--- src/hbs_pkg.sv ---
// ----------------------------------------------------------------------------
// hbs_pkg: shared types and constants for the heightmap box smoother
// Grid limits, field widths, register codes, window column types and the
// divisor codes used by the scaling pipeline.
// ----------------------------------------------------------------------------
package hbs_pkg;

  // grid limits
  localparam int MAX_COLS  = 512;
  localparam int ROW_LIMIT = 4096;
  localparam int COL_W     = $clog2(MAX_COLS);        // column position
  localparam int COLS_W    = $clog2(MAX_COLS + 1);    // column count
  localparam int ROW_W     = $clog2(ROW_LIMIT);       // row position
  localparam int ROWS_W    = $clog2(ROW_LIMIT + 1);   // row count

  // register and field widths
  localparam int SAMPLE_W   = 8;
  localparam int ROWS_CFG_W = 13;
  localparam int COLS_CFG_W = 10;
  localparam int SCALE_W    = 12;
  localparam int OFFSET_W   = 24;
  localparam int HEIGHT_W   = 25;
  localparam int CFG_W      = 24;
  localparam int CFG_IDX_W  = 2;
  localparam int IN_TDATA_W  = ((SAMPLE_W + 7) / 8) * 8;
  localparam int OUT_TDATA_W = ((HEIGHT_W + 7) / 8) * 8;

  // compare widths for clamping the size registers
  localparam int GC_W = (COLS_CFG_W > COLS_W) ? COLS_CFG_W : COLS_W;
  localparam int GR_W = (ROWS_CFG_W > ROWS_W) ? ROWS_CFG_W : ROWS_W;

  // reset values of the registers
  localparam logic [ROWS_CFG_W-1:0] GRID_ROWS_RST     = ROWS_CFG_W'(257);
  localparam logic [COLS_CFG_W-1:0] GRID_COLS_RST     = COLS_CFG_W'(257);
  localparam logic [SCALE_W-1:0]    HEIGHT_SCALE_RST  = SCALE_W'(768);
  localparam logic [OFFSET_W-1:0]   HEIGHT_OFFSET_RST = '0;

  // datapath widths
  localparam int CSUM_W = SAMPLE_W + 2;       // one column, three rows
  localparam int SUM_W  = SAMPLE_W + 4;       // nine samples
  localparam int PROD_W = SUM_W + SCALE_W;    // sum times scale, plus rounding
  localparam int MEAN_W = 20;                 // largest mean is 255 * 4095
  localparam int RECIP_W     = 27;
  localparam int RECIP_SHIFT = 28;
  // ceil(2^28 / d); exact for every dividend below 2^24
  localparam logic [RECIP_W-1:0] RECIP3 = RECIP_W'(89478486);
  localparam logic [RECIP_W-1:0] RECIP9 = RECIP_W'(29826162);

  typedef enum logic [CFG_IDX_W-1:0] {
    REG_GRID_ROWS,
    REG_GRID_COLS,
    REG_HEIGHT_SCALE,
    REG_HEIGHT_OFFSET
  } cfg_reg_t;

  // neighbourhood size
  typedef enum logic [2:0] {
    DIV_1,
    DIV_2,
    DIV_3,
    DIV_4,
    DIV_6,
    DIV_9
  } div_t;

  // one window column: rows r-2, r-1, r
  typedef struct packed {
    logic [SAMPLE_W-1:0] row_up;
    logic [SAMPLE_W-1:0] row_mid;
    logic [SAMPLE_W-1:0] row_new;
  } col_t;

  // column sums starting at the top row, the middle row and the bottom row
  typedef struct packed {
    logic [CSUM_W-1:0]   rows3;
    logic [SAMPLE_W:0]   rows2;
    logic [SAMPLE_W-1:0] rows1;
  } colsum_t;

  // one result request into the scaling pipeline
  typedef struct packed {
    logic [SUM_W-1:0] sum;
    div_t             div;
    logic             last;
  } res_req_t;

  // count = (3 - top) * (3 - left)
  function automatic div_t div_code(input logic [1:0] top, input logic [1:0] left);
    div_t d;
    case ({top, left})
      4'b0000:          d = DIV_9;
      4'b0001, 4'b0100: d = DIV_6;
      4'b0010, 4'b1000: d = DIV_3;
      4'b0101:          d = DIV_4;
      4'b0110, 4'b1001: d = DIV_2;
      default:          d = DIV_1;
    endcase
    return d;
  endfunction

  function automatic logic [CSUM_W-1:0] col_pick(input colsum_t s, input logic [1:0] top);
    logic [CSUM_W-1:0] v;
    case (top)
      2'd0:    v = s.rows3;
      2'd1:    v = CSUM_W'(s.rows2);
      default: v = CSUM_W'(s.rows1);
    endcase
    return v;
  endfunction

endpackage

--- src/hbs_col_cell.sv ---
// ----------------------------------------------------------------------------
// hbs_col_cell: one column of the 3x3 window
// Holds three samples, passes them to the next cell on shift and offers its
// partial column sums.
// ----------------------------------------------------------------------------
module hbs_col_cell (
  input  logic             clk,
  input  logic             rst,
  input  logic             shift,
  input  hbs_pkg::col_t    col_in,
  output hbs_pkg::col_t    col_q,
  output hbs_pkg::colsum_t sums
);

  always_ff @(posedge clk) begin
    if (rst) begin
      col_q <= '0;
    end else if (shift) begin
      col_q <= col_in;
    end
  end

  always_comb begin
    sums.rows1 = col_q.row_new;
    sums.rows2 = {1'b0, col_q.row_mid} + {1'b0, col_q.row_new};
    sums.rows3 = hbs_pkg::CSUM_W'(col_q.row_up) + hbs_pkg::CSUM_W'(sums.rows2);
  end

endmodule

--- config.mk ---
export PLATFORM = sky130hd
export DESIGN_NAME = hbs_col_cell
export DESIGN_NICKNAME = d
export VERILOG_FILES = /design/src/hbs_pkg.sv /design/src/hbs_col_cell.sv
export SDC_FILE = /design/constraint.sdc
export NUM_CORES = 1
export LEC_CHECK = 0
export ABC_CLOCK_PERIOD_IN_PS = 2880
export BUFFER_PORTS_ARGS = -buffer_cell sky130_fd_sc_hd__buf_2
export CAP_MARGIN = 0
export CORE_ASPECT_RATIO = 1.2
export CORE_MARGIN = 2
export CORE_UTILIZATION = 45
export CTS_CLUSTER_SIZE = 16
export DETAILED_ROUTE_END_ITERATION = 16
export PLACE_DENSITY_LB_ADDON = 0.3
export SLEW_MARGIN = 20
export SYNTH_ARGS = -nofsm -noshare
export SYNTH_HDL_FRONTEND = slang
export SYNTH_SLANG_ARGS = --single-unit
--- constraint.sdc ---
create_clock -name clk -period 2.88 [get_ports clk]
set_input_delay 0.144 -clock clk [delete_from_list [all_inputs] [get_ports clk]]
set_output_delay 0.144 -clock clk [all_outputs]
set_load 0.01 [all_outputs]
==> results of run 1 <==
==> cell type report <==
class	instances	area [um^2]
multi-input combinational	122	1030
timing repair buffer	88	472
sequential	24	484
fill	308	1210
clock buffer	4	55.1
tap	37	46.3
inverter	3	11.3
==> worst max-delay path: stages (launching register included) <==
cell and delay (ps):
dfxtp_2 350, ha_4 170, fa_2 400, a21oi_2 170
nor2b_1 60, nor2_1 110, xnor2_1 150, ha_2 350
buf_6 130, nand3_2 50, o2111ai_2 160, a21o_1 220
a21oi_2 120, xnor2_1 120, buf_2 140
==> kinds of logic after synthesis <==
family	after synthesis	synth area share (%)
adders and majority gates	19	16.5
buffers and inverters	16	6.14
AOI/OAI and AO/OA	22	10.4
muxes	24	15.7
and+or+nand+nor	44	12.4
DFF	24	31.4
xor gates and xnor gates	13	7.45
==> where the power goes <==
| group | switching [mW] | total [mW] | internal, mW |
|---|---|---|---|
| clock | 0.110 | 0.232 | 0.122 |
| combinational | 0.179 | 0.341 | 0.162 |
| sequential | 0.0196 | 0.372 | 0.352 |
| total | 0.308 | 0.945 | 0.637 |
==> cell usage in the layout, fill, tap and decap left out, types with 2 or more instances in the layout <==
cell type  synthesis  final
buf_2              3     77
nand3_1            5      2
a21oi_2            0      3
dfxtp_2            0      3
xnor2_1            8      8
a21o_1             4      4
dfxtp_1           24     21
nor2_1            29     28
ha_4               0      2
inv_1              3      3
xor2_1             5      5
a21oi_1            7      4
ha_2               0      2
buf_4              8     10
clkbuf_8           0      4
mux2i_1           24     24
nand3_2            0      3
ha_1              17     13
nand2_1            3      3
==> worst max path at each step <==
stage                          start       end  slack, ps  depth (start not counted)
2_1_floorplan  col_q[0]$_SDFFE_PP0P_  sums[25]        100                         12
3_3_place_gp   col_q[0]$_SDFFE_PP0P_  sums[25]         80                         13
3_5_place_dp   col_q[0]$_SDFFE_PP0P_  sums[25]        -20                         13
4_1_cts        col_q[8]$_SDFFE_PP0P_  sums[24]       -130                         13
5_1_grt        col_q[8]$_SDFFE_PP0P_  sums[25]       -380                         14
6_report       col_q[8]$_SDFFE_PP0P_  sums[25]       -260                         14
==> repair_timing <==
item                       in CTS  in global routing
pin swaps                      14                 12
hold buffers                    0                  0
buffers inserted                6                  4
gates resized for setup        13                  8
setup endpoints to repair       5                  5
==> per-layer routing <==
| metal | wire (um) | global-route usage [%] |
|---|---|---|
| met1 | 1610 | 21.7 |
| met2 | 1850 | 32.6 |
| met3 | 234 | 3.78 |
| met4 | 21 | 4.65 |
| met5 | 0 | 0 |
==> flow_metrics.env, run 1 <==
export IMPL_post_route_util_pct=63.5
export IMPL_slew_headroom_pct=52.4
export IMPL_areaGrowthSynthToFinish_pct=37.5
export IMPL_final_hold_viol_count=0
export IMPL_ir_worst_vdd_v=0.000354
export IMPL_postSynthRegisterBits=24
export IMPL_drt_antenna_violating_nets=0
export IMPL_min_path_cells=3
export IMPL_timing_fmax_ghz=0.319
export IMPL_setup_worst_path_end_class="primary output"
export IMPL_synth_top_cell_area_share_pct=31.4
export IMPL_clockBufferDepth=2
export IMPL_finalHoldWorstSlack_ps=107
export IMPL_synthDominantAreaCellType="dfxtp_1"
export IMPL_finalWeightedCongestion=0.807
export IMPL_top_register="col_q"
export IMPL_initial_utilization_pct=46.2
export IMPL_critPathKind="register to primary output"
export IMPL_cts_sink_count=24
export IMPL_synth_edf_count=0
export IMPL_netlist_cell_type_count=31
export IMPL_synth_top_cells_by_count="nor2_1, dfxtp_1, mux2i_1, ha_1"
export IMPL_ys_warnings_count=0
export IMPL_global_route_usage_total_pct=18.0
export IMPL_yosys_cell_count_top_type="nor2_1"
export IMPL_power_static_leakage_nw=1.17
export IMPL_placed_cells_incl_taps=264
export IMPL_report_final_slew_viol_count=0
export IMPL_whs_endpoint="col_q[23]$_SDFFE_PP0P_"
export IMPL_detailedPlacementHpwl_um=2700
export IMPL_drive_above_1_share_pct=47.3
export IMPL_timing_worst_slew_pin_value_ps=714
export IMPL_dieHeight_um=67.9
export IMPL_setup_total_negative_slack_ps=-768
export IMPL_worstReg2RegStart="col_q[0]$_SDFFE_PP0P_"
export IMPL_clock_tree_htree_level_count=1
export IMPL_timing_final_ws_setup_ps=-258
export IMPL_io_buf_count=77
export IMPL_finClkSkew_ps=0
export IMPL_grt_antenna_before_repair=0
export IMPL_synth_top_cells_by_area="dfxtp_1, mux2i_1, ha_1"
export IMPL_global_route_wire_length_before_repair_um=5460
export IMPL_routed_via_density=5.10
export IMPL_post_dp_cell_area_um2=1890
export IMPL_synth_main_ff_cell="dfxtp_1"
export IMPL_postLayoutCellArea_um2=2100
export IMPL_clock_root_buffer="clkbuf_8"
export IMPL_syn_area_per_cell_um2=9.44
export IMPL_rr_worst_depth=3
export IMPL_ys_seq_area_share_pct=31.4
export IMPL_dp_slack_ps=-17.2
export IMPL_standard_cell_row_count=23
export IMPL_die_x_um=57.2
export IMPL_wire_length_per_cell_after_detailed_routing_um=13.4
export IMPL_critPathArrivalTime_ps=2990
export IMPL_cts_clk_slew_worst_paths_ps=90
export IMPL_critPathRequiredTime_ps=2740
export IMPL_unrepaired_setup_endpoints_after_global_routing="true"
export IMPL_async_reset_ff_share_pct=0
export IMPL_tritoncts="built"
export IMPL_synth_net_count=208
export IMPL_critPathLaunchType="register"
export IMPL_drc=0
export IMPL_ioPinCount=78
export IMPL_grt_overflow=0
export IMPL_worst_r2r_setup_slack_ps=2110
export IMPL_synth_cells=162
export IMPL_flip_flop_count_of_the_largest_register_all_copies_and_words_added=24
export IMPL_timing_max_cap_violations=0
export IMPL_netlist_area_pre_place_um2=1530
export IMPL_core_region_area_um2=3310
export IMPL_final_critical_path_share_of_the_clock_period_pct=109
export IMPL_run_status="finished, violations left"
export IMPL_stdcell_count=278
export IMPL_top_regs="col_q (24)"
export IMPL_clkLatencyLatePin_ps=260
export IMPL_grt_max_degree=25
export IMPL_dr_pass1_iters=4
export IMPL_die_area_um2=3880
export IMPL_detailedRoute_firstIterationViolations=42
export IMPL_hold_path_class="input port to register"
export IMPL_grt_pass1_vias=1261
export IMPL_num_nets_final=288
export IMPL_power_total_uw=945
export IMPL_antenna_cells=0
export IMPL_finalWorstPathRequiredPeriod_ps=3140
export IMPL_critPathMaxFanout=5
export IMPL_cts_inserted_buffers=3
export IMPL_violated_checks="negative setup slack"
export IMPL_worst_hold_startpoint="col_in[23]"
export IMPL_route_final_wire_length_um=3710
export IMPL_detailroute_via_count=1418
export IMPL_setup_violations=4
export IMPL_r2r_end="col_q[0]$_SDFFE_PP0P_"
export IMPL_p_per_area_nw_per_um2=449
Note: power is estimated with default switching activity, not from simulation.
==> run 2: changes to the inputs <==
--- a/config.mk
+++ b/config.mk
@@ -8,7 +8,6 @@
 export ABC_CLOCK_PERIOD_IN_PS = 2880
 export BUFFER_PORTS_ARGS = -buffer_cell sky130_fd_sc_hd__buf_2
 export CAP_MARGIN = 0
-export CORE_ASPECT_RATIO = 1.2
 export CORE_MARGIN = 2
 export CORE_UTILIZATION = 45
 export CTS_CLUSTER_SIZE = 16
==> flow_metrics.env, run 2 (synthesis gave the netlist of run 1 again) <==
export IMPL_global_route_wire_length_before_repair_um=6110
export IMPL_final_hold_viol_count=0
export IMPL_timing_max_cap_violations=0
export IMPL_hold_path_class="input port to register"
export IMPL_grt_overflow=0
export IMPL_timing_final_ws_setup_ps=-238
export IMPL_drc=0
export IMPL_global_route_usage_total_pct=19.3
export IMPL_ir_worst_vdd_v=0.000200
export IMPL_post_route_util_pct=64.1
export IMPL_route_final_wire_length_um=3700
export IMPL_initial_utilization_pct=46.2
export IMPL_most_common_cell_after_layout_fill_and_taps_aside="buf_2"
export IMPL_grt_max_degree=25
export IMPL_timing_critical_path_cells="ha_4 > fa_2 > a21oi_2 > nor2b_1 > nor2_1 > xnor2_1 > ha_1 > buf_4 > nand2_1 > o211ai_2 > nor4_2 > nor3_2 > xor2_1 > buf_2"
export IMPL_critPathArrivalTime_ps=2970
export IMPL_r2r_end="col_q[0]$_SDFFE_PP0P_"
export IMPL_grt_pass1_vias=1322
export IMPL_wire_length_per_cell_after_detailed_routing_um=12.9
export IMPL_critPathKind="register to primary output"
export IMPL_report_final_slew_viol_count=0
export IMPL_min_path_cells=3
export IMPL_run_status="finished, violations left"
export IMPL_critPathLaunchType="register"
export IMPL_clock_tree_htree_level_count=1
export IMPL_most_common_layout_cells="buf_2, nor2_1, mux2i_1"
export IMPL_cts_inserted_buffers=3
export IMPL_critPathMaxFanout=3
export IMPL_top_register="col_q"
export IMPL_finClkSkew_ps=0
export IMPL_finalWeightedCongestion=0.851
export IMPL_num_nets_final=289
export IMPL_timing_fmax_ghz=0.321
export IMPL_timing_worst_slew_pin_value_ps=696
export IMPL_cts_hold_buffers_added=0
export IMPL_drt_antenna_violating_nets=0
export IMPL_routed_via_density=4.96
export IMPL_detailroute_via_count=1424
export IMPL_antenna_cells=0
export IMPL_cts_sink_count=24
export IMPL_final_critical_path_share_of_the_clock_period_pct=108
export IMPL_die_x_um=62.3
export IMPL_power_static_leakage_nw=1.18
export IMPL_io_buf_count=77
export IMPL_core_region_area_um2=3310
export IMPL_p_per_area_nw_per_um2=411
export IMPL_rr_worst_depth=3
export IMPL_crit_path_buffers_inverters=2
export IMPL_drive_above_1_share_pct=49.4
export IMPL_areaGrowthSynthToFinish_pct=38.8
export IMPL_slowest_stage="dfxtp_2"
export IMPL_clock_root_buffer="clkbuf_4"
export IMPL_flip_flop_count_of_the_largest_register_all_copies_and_words_added=24
export IMPL_clkLatencyLatePin_ps=310
export IMPL_unrepaired_setup_endpoints_after_global_routing="true"
export IMPL_setup_worst_path_end_class="primary output"
export IMPL_crit_path_max_incr_delay_ps=360
export IMPL_ioPinCount=78
export IMPL_standard_cell_row_count=21
export IMPL_dieHeight_um=62.3
export IMPL_detailedPlacementHpwl_um=2630
export IMPL_slew_headroom_pct=53.6
export IMPL_critPathRequiredTime_ps=2740
export IMPL_violated_checks="negative setup slack"
export IMPL_detailedRoute_firstIterationViolations=42
export IMPL_setup_violations=5
export IMPL_finalWorstPathRequiredPeriod_ps=3120
export IMPL_whs_endpoint="col_q[1]$_SDFFE_PP0P_"
export IMPL_dr_pass1_iters=4
export IMPL_critPathTopFamily="adder cells"
export IMPL_finalHoldWorstSlack_ps=56.7
export IMPL_tritoncts="built"
export IMPL_worst_hold_startpoint="col_in[1]"
export IMPL_top_regs="col_q (24)"
export IMPL_worst_r2r_setup_slack_ps=2090
export IMPL_die_area_um2=3880
export IMPL_grt_antenna_before_repair=0
export IMPL_clockBufferDepth=2
export IMPL_cts_clk_slew_worst_paths_ps=120
export IMPL_worstReg2RegStart="col_q[0]$_SDFFE_PP0P_"
==> run 2: changes by cell type in the layout (fill, tap and decap cells not counted), moves of 2 or more <==
| cell | previous run | this run |
|---|---|---|
| buf_4 | 10 | 12 |
| clkbuf_4 | 0 | 3 |
| clkbuf_8 | 4 | 0 |
| dfxtp_1 | 21 | 19 |
| dfxtp_2 | 3 | 5 |
| ha_2 | 2 | 0 |
| xnor2_1 | 8 | 6 |
| xnor2_2 | 0 | 2 |
==> run 2: layer usage <==
layer | part of all wire [%] | GRT usage (%) | up-vias | wire [um]
met4 | 1.2 | 5.83 | 0 | 45
met2 | 49 | 34.2 | 44 | 1820
li1 | - | - | 718 | -
met3 | 4.3 | 2.72 | 5 | 158
met1 | 45 | 24.4 | 657 | 1680
met5 | 0 | 0 | - | 0
==> run 2: worst max path at each step <==
stage,startpoint,endpoint,cells after the start
floorplan,col_q[0]$_SDFFE_PP0P_,sums[25],12
global placement,col_q[0]$_SDFFE_PP0P_,sums[25],13
detailed placement,col_q[0]$_SDFFE_PP0P_,sums[24],13
CTS,col_q[0]$_SDFFE_PP0P_,sums[24],14
global route,col_q[8]$_SDFFE_PP0P_,sums[24],14
finish,col_q[8]$_SDFFE_PP0P_,sums[24],14
==> run 2: repair_timing <==
action / CTS / global route
pin swaps: 15 / 3
endpoints found under the setup margin: 5 / 6
resized for setup: 21 / 4
setup buffers: 11 / 0
==> run 2: through the flow <==
stage	TNS, ps	setup slack, ps	power, mW	cells	instance area, um^2
final	-867	-238	0.873	287	2120
after global routing	-1520	-386	0.927	287	2120
after CTS	-385	-147	0.866	287	2100
after detailed placement	0	6.19	0.677	273	1900
after global placement	0	92.6	0.673	273	1900
after floorplan	0	102	0.576	162	1530
==> run 2: cell type report <==
class                   instances  area [um^2]
well taps                      46         57.6
inverters                       3         11.3
multi-input cells             122         1070
repair buffers                 89          475
clock buffers                   3         22.5
fillers                       301         1190
flip-flops and latches         24          487
==> run 2: power breakdown <==
group	total, mW	leakage (nW)	switching [mW]	internal [mW]
clock network	0.141	0.0138	0.0922	0.0489
logic	0.358	0.965	0.184	0.175
registers	0.374	0.200	0.0208	0.353
==> run 2: worst register-to-register path, cell delays in order (launching register included) <==
cell and delay [ps]:
dfxtp_2 360, buf_4 130, mux2i_1 130, nor2_1 60
